[src/rtl/smm_pkg.sv]
// Package for the small matrix multiply block: widths, codes, states and control structs.
`default_nettype none

package smm_pkg;

    localparam int INNER_SIZE_DEF  = 3;
    localparam int OUT_COLUMNS_DEF = 4;

    localparam int DATA_W = 32;
    localparam int IDX_W  = 2;
    localparam int COL_W  = 2;

    localparam logic CMD_LOAD = 1'b0;
    localparam logic CMD_LEFT = 1'b1;

    typedef enum logic [1:0] {
        ST_IDLE,
        ST_MAC,
        ST_EMIT
    } smm_state_t;

    typedef struct packed {
        logic load_val;
        logic mul_en;
        logic acc_en;
        logic restart;
        logic rotate;
    } mac_ctl_t;

    typedef struct packed {
        logic wr_en;
        logic rd_en;
    } store_ctl_t;

    typedef struct packed {
        logic             load;
        logic [COL_W-1:0] column;
        logic             row_done;
        logic             matrix_done;
    } emit_t;

endpackage

`default_nettype wire

[src/rtl/small_matrix_multiply.sv]
// Small matrix multiply: streams left-matrix rows against a stored right matrix.
// A load beat (command 0) writes one right-matrix entry.
// A left beat (command 1) keeps input stall high from its acceptance until
// it is fully handled, so the next beat cannot go in before then: one shared
// 32x32 multiply-accumulate walks the columns
// one per cycle behind the store's registered read port. A left beat
// carrying the last inner index then emits OUT_COLUMNS result beats, one
// per cycle when the output is not stalled, with input stall still high;
// row_done marks the last column and matrix_done marks it too when last_row
// was set. Sums wrap modulo 2^32.
// Out-of-range loads and left elements are dropped. No clearing pass is run.
`default_nettype none

module small_matrix_multiply
    import smm_pkg::*;
#(
    parameter int INNER_SIZE  = INNER_SIZE_DEF,
    parameter int OUT_COLUMNS = OUT_COLUMNS_DEF
)
(
    input  wire logic                     clk,
    input  wire logic                     rst_n,
    input  wire logic                     in_valid,
    output logic                          in_stall,
    input  wire logic                     command,
    input  wire logic        [IDX_W-1:0]  inner_index,
    input  wire logic        [COL_W-1:0]  column_index,
    input  wire logic signed [DATA_W-1:0] value,
    input  wire logic                     last_row,
    output logic                          out_valid,
    input  wire logic                     out_stall,
    output logic             [COL_W-1:0]  column,
    output logic signed      [DATA_W-1:0] sum,
    output logic                          row_done,
    output logic                          matrix_done
);

    localparam int DEPTH = INNER_SIZE * OUT_COLUMNS;
    localparam int AW    = (DEPTH > 1) ? $clog2(DEPTH) : 1;

    store_ctl_t        store_ctl;
    logic [AW-1:0]     wr_addr;
    logic [AW-1:0]     rd_addr;
    logic [DATA_W-1:0] rd_data;
    mac_ctl_t          mac_ctl;
    emit_t             emit;
    logic [DATA_W-1:0] head;
    logic              out_free;

    logic              out_valid_reg, out_valid_next;
    logic [COL_W-1:0]  column_reg;
    logic [DATA_W-1:0] sum_reg;
    logic              row_done_reg;
    logic              matrix_done_reg;

    assign out_free = !out_valid_reg || !out_stall;

    smm_seq #(
        .INNER_SIZE  (INNER_SIZE),
        .OUT_COLUMNS (OUT_COLUMNS),
        .AW          (AW)
    ) u_seq (
        .clk          (clk),
        .rst_n        (rst_n),
        .in_valid     (in_valid),
        .command      (command),
        .inner_index  (inner_index),
        .column_index (column_index),
        .last_row     (last_row),
        .out_free     (out_free),
        .in_stall     (in_stall),
        .store_ctl    (store_ctl),
        .wr_addr      (wr_addr),
        .rd_addr      (rd_addr),
        .mac_ctl      (mac_ctl),
        .emit         (emit)
    );

    smm_store #(
        .DEPTH (DEPTH),
        .AW    (AW)
    ) u_store (
        .clk     (clk),
        .ctl     (store_ctl),
        .wr_addr (wr_addr),
        .wr_data (value),
        .rd_addr (rd_addr),
        .rd_data (rd_data)
    );

    smm_mac #(
        .OUT_COLUMNS (OUT_COLUMNS)
    ) u_mac (
        .clk     (clk),
        .rst_n   (rst_n),
        .ctl     (mac_ctl),
        .value   (value),
        .entry   (rd_data),
        .head    (head)
    );

    always_comb
    begin
        if (emit.load)
        begin
            out_valid_next = 1'b1;
        end
        else
        begin
            out_valid_next = out_valid_reg && out_stall;
        end
    end

    always_ff @(posedge clk or negedge rst_n)
    begin
        if (!rst_n)
        begin
            out_valid_reg <= 1'b0;
        end
        else
        begin
            out_valid_reg <= out_valid_next;
        end
    end

    always_ff @(posedge clk)
    begin
        if (emit.load)
        begin
            column_reg      <= emit.column;
            sum_reg         <= head;
            row_done_reg    <= emit.row_done;
            matrix_done_reg <= emit.matrix_done;
        end
    end

    assign out_valid   = out_valid_reg;
    assign column      = column_reg;
    assign sum         = sum_reg;
    assign row_done    = row_done_reg;
    assign matrix_done = matrix_done_reg;

endmodule

`default_nettype wire

[src/rtl/smm_store.sv]
// Right-matrix store: one write port, one registered read port.
`default_nettype none

module smm_store
    import smm_pkg::*;
#(
    parameter int DEPTH = INNER_SIZE_DEF * OUT_COLUMNS_DEF,
    parameter int AW    = (DEPTH > 1) ? $clog2(DEPTH) : 1
)
(
    input  wire logic              clk,
    input  wire store_ctl_t        ctl,
    input  wire logic [AW-1:0]     wr_addr,
    input  wire logic [DATA_W-1:0] wr_data,
    input  wire logic [AW-1:0]     rd_addr,
    output logic      [DATA_W-1:0] rd_data
);

    logic [DATA_W-1:0] mem [DEPTH];
    logic [DATA_W-1:0] rd_data_reg;

    always_ff @(posedge clk)
    begin
        if (ctl.wr_en)
        begin
            mem[wr_addr] <= wr_data;
        end
    end

    always_ff @(posedge clk)
    begin
        if (ctl.rd_en)
        begin
            rd_data_reg <= mem[rd_addr];
        end
    end

    assign rd_data = rd_data_reg;

endmodule

`default_nettype wire

[src/rtl/smm_mac.sv]
// Shared multiply-accumulate unit with a rotating ring of column sums.
`default_nettype none

module smm_mac
    import smm_pkg::*;
#(
    parameter int OUT_COLUMNS = OUT_COLUMNS_DEF
)
(
    input  wire logic              clk,
    input  wire logic              rst_n,
    input  wire mac_ctl_t          ctl,
    input  wire logic [DATA_W-1:0] value,
    input  wire logic [DATA_W-1:0] entry,
    output logic      [DATA_W-1:0] head
);

    logic [DATA_W-1:0] val_reg;
    logic [DATA_W-1:0] prod_reg;
    logic [DATA_W-1:0] sums_reg  [OUT_COLUMNS];
    logic [DATA_W-1:0] sums_next [OUT_COLUMNS];
    logic [DATA_W-1:0] new_head;

    always_ff @(posedge clk)
    begin
        if (ctl.load_val)
        begin
            val_reg <= value;
        end
        if (ctl.mul_en)
        begin
            prod_reg <= DATA_W'(val_reg * entry);
        end
    end

    // head of the ring is always the column being worked on
    always_comb
    begin
        new_head = ctl.restart ? prod_reg : DATA_W'(sums_reg[0] + prod_reg);
        for (int i = 0; i < OUT_COLUMNS - 1; i++)
        begin
            sums_next[i] = sums_reg[i + 1];
        end
        sums_next[OUT_COLUMNS - 1] = ctl.acc_en ? new_head : sums_reg[0];
    end

    always_ff @(posedge clk or negedge rst_n)
    begin
        if (!rst_n)
        begin
            for (int i = 0; i < OUT_COLUMNS; i++)
            begin
                sums_reg[i] <= '0;
            end
        end
        else if (ctl.acc_en || ctl.rotate)
        begin
            sums_reg <= sums_next;
        end
    end

    assign head = sums_reg[0];

endmodule

`default_nettype wire

[src/rtl/smm_seq.sv]
// Sequencer: decodes input beats, steps the shared MAC over columns, drives emission.
`default_nettype none

module smm_seq
    import smm_pkg::*;
#(
    parameter int INNER_SIZE  = INNER_SIZE_DEF,
    parameter int OUT_COLUMNS = OUT_COLUMNS_DEF,
    parameter int AW          = 1
)
(
    input  wire logic             clk,
    input  wire logic             rst_n,
    input  wire logic             in_valid,
    input  wire logic             command,
    input  wire logic [IDX_W-1:0] inner_index,
    input  wire logic [COL_W-1:0] column_index,
    input  wire logic             last_row,
    input  wire logic             out_free,
    output logic                  in_stall,
    output store_ctl_t            store_ctl,
    output logic      [AW-1:0]    wr_addr,
    output logic      [AW-1:0]    rd_addr,
    output mac_ctl_t              mac_ctl,
    output emit_t                 emit
);

    localparam int CW = (OUT_COLUMNS > 1) ? $clog2(OUT_COLUMNS) : 1;
    localparam logic [CW-1:0] LAST_COL = CW'(OUT_COLUMNS - 1);

    smm_state_t       state_reg, state_next;
    logic [CW-1:0]    iss_cnt_reg, iss_cnt_next;
    logic             iss_done_reg, iss_done_next;
    logic             rd_vld_reg, rd_vld_next;
    logic             mul_vld_reg, mul_vld_next;
    logic [AW-1:0]    addr_reg, addr_next;
    logic             restart_reg, restart_next;
    logic             emit_reg, emit_next;
    logic             last_reg, last_next;
    logic [CW-1:0]    ecnt_reg, ecnt_next;
    logic [COL_W-1:0] col_reg, col_next;

    logic index_ok;
    logic column_ok;

    assign index_ok  = int'(inner_index) < INNER_SIZE;
    assign column_ok = int'(column_index) < OUT_COLUMNS;
    assign wr_addr   = AW'(int'(inner_index) * OUT_COLUMNS + int'(column_index));
    assign rd_addr   = addr_reg;

    always_ff @(posedge clk or negedge rst_n)
    begin
        if (!rst_n)
        begin
            state_reg    <= ST_IDLE;
            iss_cnt_reg  <= '0;
            iss_done_reg <= 1'b0;
            rd_vld_reg   <= 1'b0;
            mul_vld_reg  <= 1'b0;
            addr_reg     <= '0;
            restart_reg  <= 1'b0;
            emit_reg     <= 1'b0;
            last_reg     <= 1'b0;
            ecnt_reg     <= '0;
            col_reg      <= '0;
        end
        else
        begin
            state_reg    <= state_next;
            iss_cnt_reg  <= iss_cnt_next;
            iss_done_reg <= iss_done_next;
            rd_vld_reg   <= rd_vld_next;
            mul_vld_reg  <= mul_vld_next;
            addr_reg     <= addr_next;
            restart_reg  <= restart_next;
            emit_reg     <= emit_next;
            last_reg     <= last_next;
            ecnt_reg     <= ecnt_next;
            col_reg      <= col_next;
        end
    end

    always_comb
    begin
        state_next    = state_reg;
        iss_cnt_next  = iss_cnt_reg;
        iss_done_next = iss_done_reg;
        rd_vld_next   = 1'b0;
        mul_vld_next  = rd_vld_reg;
        addr_next     = addr_reg;
        restart_next  = restart_reg;
        emit_next     = emit_reg;
        last_next     = last_reg;
        ecnt_next     = ecnt_reg;
        col_next      = col_reg;

        in_stall      = 1'b1;
        store_ctl     = '0;
        mac_ctl       = '0;
        emit          = '0;

        case (state_reg)
            ST_IDLE:
            begin
                in_stall = 1'b0;
                if (in_valid && index_ok)
                begin
                    if (command == CMD_LOAD)
                    begin
                        store_ctl.wr_en = column_ok;
                    end
                    else
                    begin
                        mac_ctl.load_val = 1'b1;
                        addr_next        = AW'(int'(inner_index) * OUT_COLUMNS);
                        iss_cnt_next     = '0;
                        iss_done_next    = 1'b0;
                        restart_next     = (inner_index == '0);
                        emit_next        = (int'(inner_index) == INNER_SIZE - 1);
                        last_next        = last_row;
                        state_next       = ST_MAC;
                    end
                end
            end

            ST_MAC:
            begin
                store_ctl.rd_en = !iss_done_reg;
                rd_vld_next     = !iss_done_reg;
                mac_ctl.mul_en  = rd_vld_reg;
                mac_ctl.acc_en  = mul_vld_reg;
                mac_ctl.restart = restart_reg;
                if (!iss_done_reg)
                begin
                    addr_next = AW'(addr_reg + 1'b1);
                    if (iss_cnt_reg == LAST_COL)
                    begin
                        iss_done_next = 1'b1;
                    end
                    else
                    begin
                        iss_cnt_next = CW'(iss_cnt_reg + 1'b1);
                    end
                end
                else if (!rd_vld_reg && !mul_vld_reg)
                begin
                    ecnt_next  = '0;
                    col_next   = '0;
                    state_next = emit_reg ? ST_EMIT : ST_IDLE;
                end
            end

            ST_EMIT:
            begin
                emit.column      = col_reg;
                emit.row_done    = (ecnt_reg == LAST_COL);
                emit.matrix_done = (ecnt_reg == LAST_COL) && last_reg;
                if (out_free)
                begin
                    emit.load      = 1'b1;
                    mac_ctl.rotate = 1'b1;
                    ecnt_next      = CW'(ecnt_reg + 1'b1);
                    col_next       = COL_W'(col_reg + 1'b1);
                    if (ecnt_reg == LAST_COL)
                    begin
                        state_next = ST_IDLE;
                    end
                end
            end

            default:
            begin
                state_next = ST_IDLE;
            end
        endcase
    end

endmodule

`default_nettype wire

[config.mk]
export PLATFORM = sky130hd
export DESIGN_NAME = small_matrix_multiply
export DESIGN_NICKNAME = d
export VERILOG_FILES = /design/src/rtl/smm_pkg.sv /design/src/rtl/small_matrix_multiply.sv /design/src/rtl/smm_store.sv /design/src/rtl/smm_mac.sv /design/src/rtl/smm_seq.sv
export SDC_FILE = /design/constraint.sdc
export NUM_CORES = 2
export LEC_CHECK = 0
export BUFFER_PORTS_ARGS = -buffer_cell sky130_fd_sc_hd__buf_2
export CORE_AREA = 3 3 224 335
export CTS_CLUSTER_DIAMETER = 40
export DETAILED_ROUTE_END_ITERATION = 10
export DIE_AREA = 0 0 227 338
export PLACE_DENSITY = 0.77
export SLEW_MARGIN = 20
export SYNTH_ARGS = -nofsm -noshare
export SYNTH_HDL_FRONTEND = slang
export SYNTH_SLANG_ARGS = --single-unit
[constraint.sdc]
create_clock -name clk -period 6.8 [get_ports clk]
set_input_delay 0.68 -clock clk [delete_from_list [all_inputs] [get_ports clk]]
set_output_delay 0.68 -clock clk [all_outputs]
set_load 0.005 [all_outputs]
# Word level (Yosys, flattened, before mapping)
# Memory sizes are Yosys's and may differ from the RTL's. A register that Yosys moved wholly into a read port is not among the register bits.
# Cells that the tools add are included.
# W data, S select, Z words.
# op_classes
eq_ne	13
div	0
order_cmp	1
mul	1
muxes	45
n_reduce_logical	21
bitwise	0
shifts	0
n_addsub	6
# ops
op	n
$mux W32	2
$add A32 B32 Y32	1
$mul A32 B32 Y32	1
$mux W2	15
$mux W1	17
$mux W4	3
$pmux W2 S2	3
$eq A2 B2 Y1 const B	4
$ne A2 B1 Y1 const B	4
$ne A2 B2 Y1 const B	4
$pmux W4 S2	1
$reduce_and A4 Y1	2
$add A2 B1 Y2 const B	3
$pmux W2 S3	1
$reduce_and A3 Y1	2
$reduce_and A6 Y1	1
$logic_not A1 Y1	5
$mux W5	1
$reduce_and A5 Y1	1
$add A4 B1 Y4 const B	1
$add A4 B2 Y4	1
$logic_and A1 B1 Y1	4
$logic_not A2 Y1	2
$reduce_bool A2 Y1	2
other kinds (5)	6
# word_totals
n_memories	1
ram_bits	384
latchBits	0
rom_bits	0
elab_cells	110
ff_bits	247
in_bits	42
out_inout_bits	38
# memory_table
memory	words	width	read_ports	rd_ports_with_merged_regs	write_ports	line_no	source
u_store.mem	12	32	1	1	1	smm_store.sv:19	logic [DATA_W-1:0] mem [DEPTH];

# Depth between registers and ports, before layout
# depth
word_depth	6
ltp_mapped	28
mapped_depth_nobuf	27

# Cells and area by module
# Synthesis repeated with hierarchy kept, for this count alone.
# unflattened
hier_cells	3207
hier_area_um2	42019.0
# by_module_without_submodules
module	seq_area_each_um2	area_each_um2	n_inst	cells_each
smm_mac	5124.9	24379.6	1	2409
smm_store	12492.0	15493.6	1	664
small_matrix_multiply	1106.1	1117.3	1	39
smm_seq	450.4	1028.5	1	95

# Worst setup path after synthesis
# Ideal clock, no wire load.
# synth_timing
path_type	register to register
startpoint	register u_store.rd_data_reg[3] (netlist: u_store.rd_data[3]) (read register of u_store.mem)
endpoint	register u_mac.prod_reg[30] (data pin)
setup_time_ns	0.269
stages_incl_launch_ff	26
n_path_buf	2
required_ns	6.531
arrival_ns	6.566
slack_ns	-0.035
synth_period_minus_slack_ns	6.835
path_cell_list	edfxtp_1 > clkbuf_1 > clkbuf_1 > and2_1 > fa_1 > inv_1 > fa_1 > fa_1 > fa_1 > inv_1 > fa_1 > fa_1 > fa_1 > inv_1 > fa_1 > inv_1 > ha_1 > a21o_1 > a21o_1 > a21o_1 > a21oi_1 > o221a_2 > o31a_1 > o211a_1 > nor3_1 > nand3b_1
# synth_via
elab_chain_cells	1
# synth_rtl
element	line_no	source
start: declaration	smm_store.sv:20	logic [DATA_W-1:0] rd_data_reg;
$mul A32 B32 Y32	smm_mac.sv:32	prod_reg <= DATA_W'(val_reg * entry);
end signal: assignment	smm_mac.sv:32	
end: declaration	smm_mac.sv:19	logic [DATA_W-1:0] prod_reg;
# No other way between the ends.
# A chain may end at the register's enable or synchronous reset.

# Final worst setup path
# layout_timing
startpoint	register u_store.rd_data_reg[6] (netlist: u_store.rd_data[6]) (read register of u_store.mem)
endpoint	register u_mac.prod_reg[30] (data pin)
# The elaborated chain is that of the path after synthesis.

==> results.md <==
* Post-route ant nets at 0
* Routed wire length at 97.8 mm
* R2R depth at 24
* Largest family of logic cells by synthesized area: adder cells
* Synthesized area per cell at 12.3 um^2
* Seq/Total Area, Yosys at 0.458
* DR iter-0 viols at 1759
* Synth Area in Adders at 0.243
* Slew at the pin with the worst max-slew slack at 1.02 ns
* Critical R2R Capture: u_mac.prod_reg[30]
* Multi-input logic area at 20900 um^2
* Post-layout min period at 6.80 ns
* Most frequent cells in the layout: nand2_1 (639), edfxtp_1 (516), inv_1 (404), fa_1 (399), and2_1 (284)
* DRC errors left at 0
* Final setup fails at 0
* Clock Path Buffers at 3
* Worst Setup End Kind: register
* Largest net degree at the start of global routing at 104
* Clk_lat worst skew at 0.66 ns
* Die X at 227 um
* Netlist cell types at 66
* Final Hold Vio Count at 0
* Post-layout net count at 4200
* CTS Buf Count at 75
* P&R area growth vs syn at 13.2%
* Tot GR Track Use at 0.267
* Number of flip-flops in the largest register at 384
* Final Non-Filler Cells at 4580
* Drt pass-1 iters at 5
* Critical Path AT at 7.18 ns
* Status: finished clean
* Dominant synthesized flop cell: edfxtp_1
* Initial antenna violation count at 2
* Root Buffer: clkbuf_16
* Vias in the first global route at 28225
* Post-placement cell count at 4406
* Hold Path Class: primary input to async pin
* Detail Placement HPWL at 69.4 mm
* Share of the synthesized area in the top cell type at 0.370
* # clock sinks at 663
* Die area at 76700 um^2
* Post-synthesis cell area at 41800 um^2
* Synth Area in XOR/XNOR at 0.0224
* Final setup TNS at 0 ns
* Synth Instances at 3415
* Largest Register: u_store.mem
* Async SR Flop Fraction at 0.222
* Starting Density at 0.577
* Fill count at 5202
* IO Pins at 80
* RSZ-0062 raised after global routing: yes
* Pre-CTS WS at -0.129 ns
* Row Count at 121
* Synth top area cells: edfxtp_1 (37%), fa_1 (20%), dfrtp_1 (8.8%), nand2_1 (5.7%), mux4_2 (5.2%)
* CTS tree: done
* Total grt overflow at 0
* Mux contribution to synthesized area at 0.0625
* Fin crit share at 1.00
* R2R setup slack at 0.002 ns
* Cts hold-fix bufs at 0
* Rel. slew slack at 0.318
* Reg clk slew, reported paths at 0.06 ns
* Post-Synth Simple-Gate Area at 0.118
* Max Cap Viol at 0
* Worst endpoint required time at 7.18 ns
* I/O Buffers at 79
* DR vias/cell at 5.68
* FF+latch count, synth at 663
* Worst Slack Setup Final at 0.00242 ns
* Crit start category: register
* First-pass GRT wire length at 155 mm
* Die Ht at 338 um
* Routed wire per std cell at 21.4 um
* EDFF count, synth at 516
* Sequential cell area at 19200 um^2
* Max Clock Freq at 147 MHz
* Final RePlAce weighted congestion at 0.958
* Net count after synthesis at 4023
* CP Max Fanout at 6
* Core area at 72500 um^2
* H-tree lvl count at 3
* Share of cells above drive strength 1 at 0.159
* Fin Clk Skew at 0.0353 ns
* Slew Limit Fails at 0
* Commonest non-fill, non-tap cell in the layout: nand2_1
* Core Util, Final at 0.653
* Yosys warning count at 0
* Complex-gate fraction of the synthesized area at 0.0436
* Crit path kind: register to register
* Worst r2r src: u_store.rd_data[6]
* Area leader, netlist: edfxtp_1
* Via Count at 26002
final cells by class:
type,count,area share
Multi-Input combinational cell,2173,0.441
Sequential cell,663,0.405
Timing Repair Buffer,263,0.0418
Clock buffer,86,0.0412
Inverter,416,0.0330
Tap cell,922,0.0244
Clock inverter,53,0.0133
Antenna cell,4,0.000211
routing by layer:
| metal | share of wire | track usage | up-vias |
|---|---|---|---|
| met3 | 0.049 | 0.0357 | 307 |
| li1 | - | - | 11624 |
| met1 | 0.35 | 0.301 | 13186 |
| met5 | 0 | 0 | - |
| met4 | 0.066 | 0.165 | 0 |
| met2 | 0.53 | 0.477 | 885 |
how the worst max path moves through the flow:
stage / start / to / slack (ns) / cells past startpoint
finish: u_store.rd_data[6] / u_mac.prod_reg[30] / 0.002 / 24
global route: u_store.rd_data[5] / u_mac.prod_reg[31] / -0.17 / 22
CTS: u_store.rd_data[3] / u_mac.prod_reg[30] / -0.03 / 23
detailed placement: u_store.rd_data[2] / u_mac.prod_reg[31] / -0.13 / 24
global placement: u_store.rd_data[2] / u_mac.prod_reg[31] / -0.06 / 24
floorplan: u_store.rd_data[2] / u_mac.prod_reg[30] / 0.07 / 24
worst max-delay path: stages (launching register included):
cell and delay [ns]:
edfxtp_1 0.41, buf_6 0.15, and2_4 0.13, fa_2 0.57, fa_2 0.44, fa_1 0.51, inv_2 0.04, fa_1 0.52
inv_1 0.05, fa_1 0.49, inv_2 0.04, fa_1 0.51, inv_2 0.04, fa_2 0.53, fa_2 0.46, ha_4 0.19
a21o_1 0.18, a21o_1 0.16, a21o_1 0.18, a21oi_2 0.11, o221a_2 0.19, o31a_1 0.17, o211a_1 0.19, nor3_1 0.05
nand3b_1 0.16
cells by family after synthesis:
group,count (synthesis)
AO/OA/AOI/OAI,286
adder cells (fa/ha/maj),566
AND/OR/NAND/NOR,1073
flip-flops,663
multiplexers,141
XOR/XNOR,107
buffers and inverters,579
metrics by stage:
stage | hold slack, ns | area, um^2
global placement | 0.351 | 44100
finish | 0.0323 | 47300
global route | 0.0799 | 47300
CTS | 0.0346 | 46800
detailed placement | 0.351 | 44100
floorplan | 0.346 | 41900
repair_timing:
action,in CTS,in global routing
gates cloned,1,3
setup buffers,2,26
gates resized for setup,20,75
pin swaps,34,74
endpoints found under the setup margin,5,12
synth_stat cells, types with 15 or more instances:
| cell type | count |
|---|---|
| ha_1 | 157 |
| xor2_1 | 31 |
| inv_1 | 416 |
| mux2i_1 | 43 |
| nand2_1 | 640 |
| and3_1 | 17 |
| fa_1 | 409 |
| a21o_1 | 31 |
| and2_1 | 298 |
| clkbuf_1 | 150 |
| a31oi_1 | 22 |
| nor2_1 | 51 |
| a21oi_1 | 66 |
| o21ai_0 | 78 |
| dfrtp_1 | 147 |
| nor3_1 | 15 |
| edfxtp_1 | 516 |
| xnor2_1 | 76 |
| nand3_1 | 23 |
| mux4_2 | 96 |
Power is not shown: default switching activity piles up to over one toggle a cycle in this logic, so the estimate is an artifact.
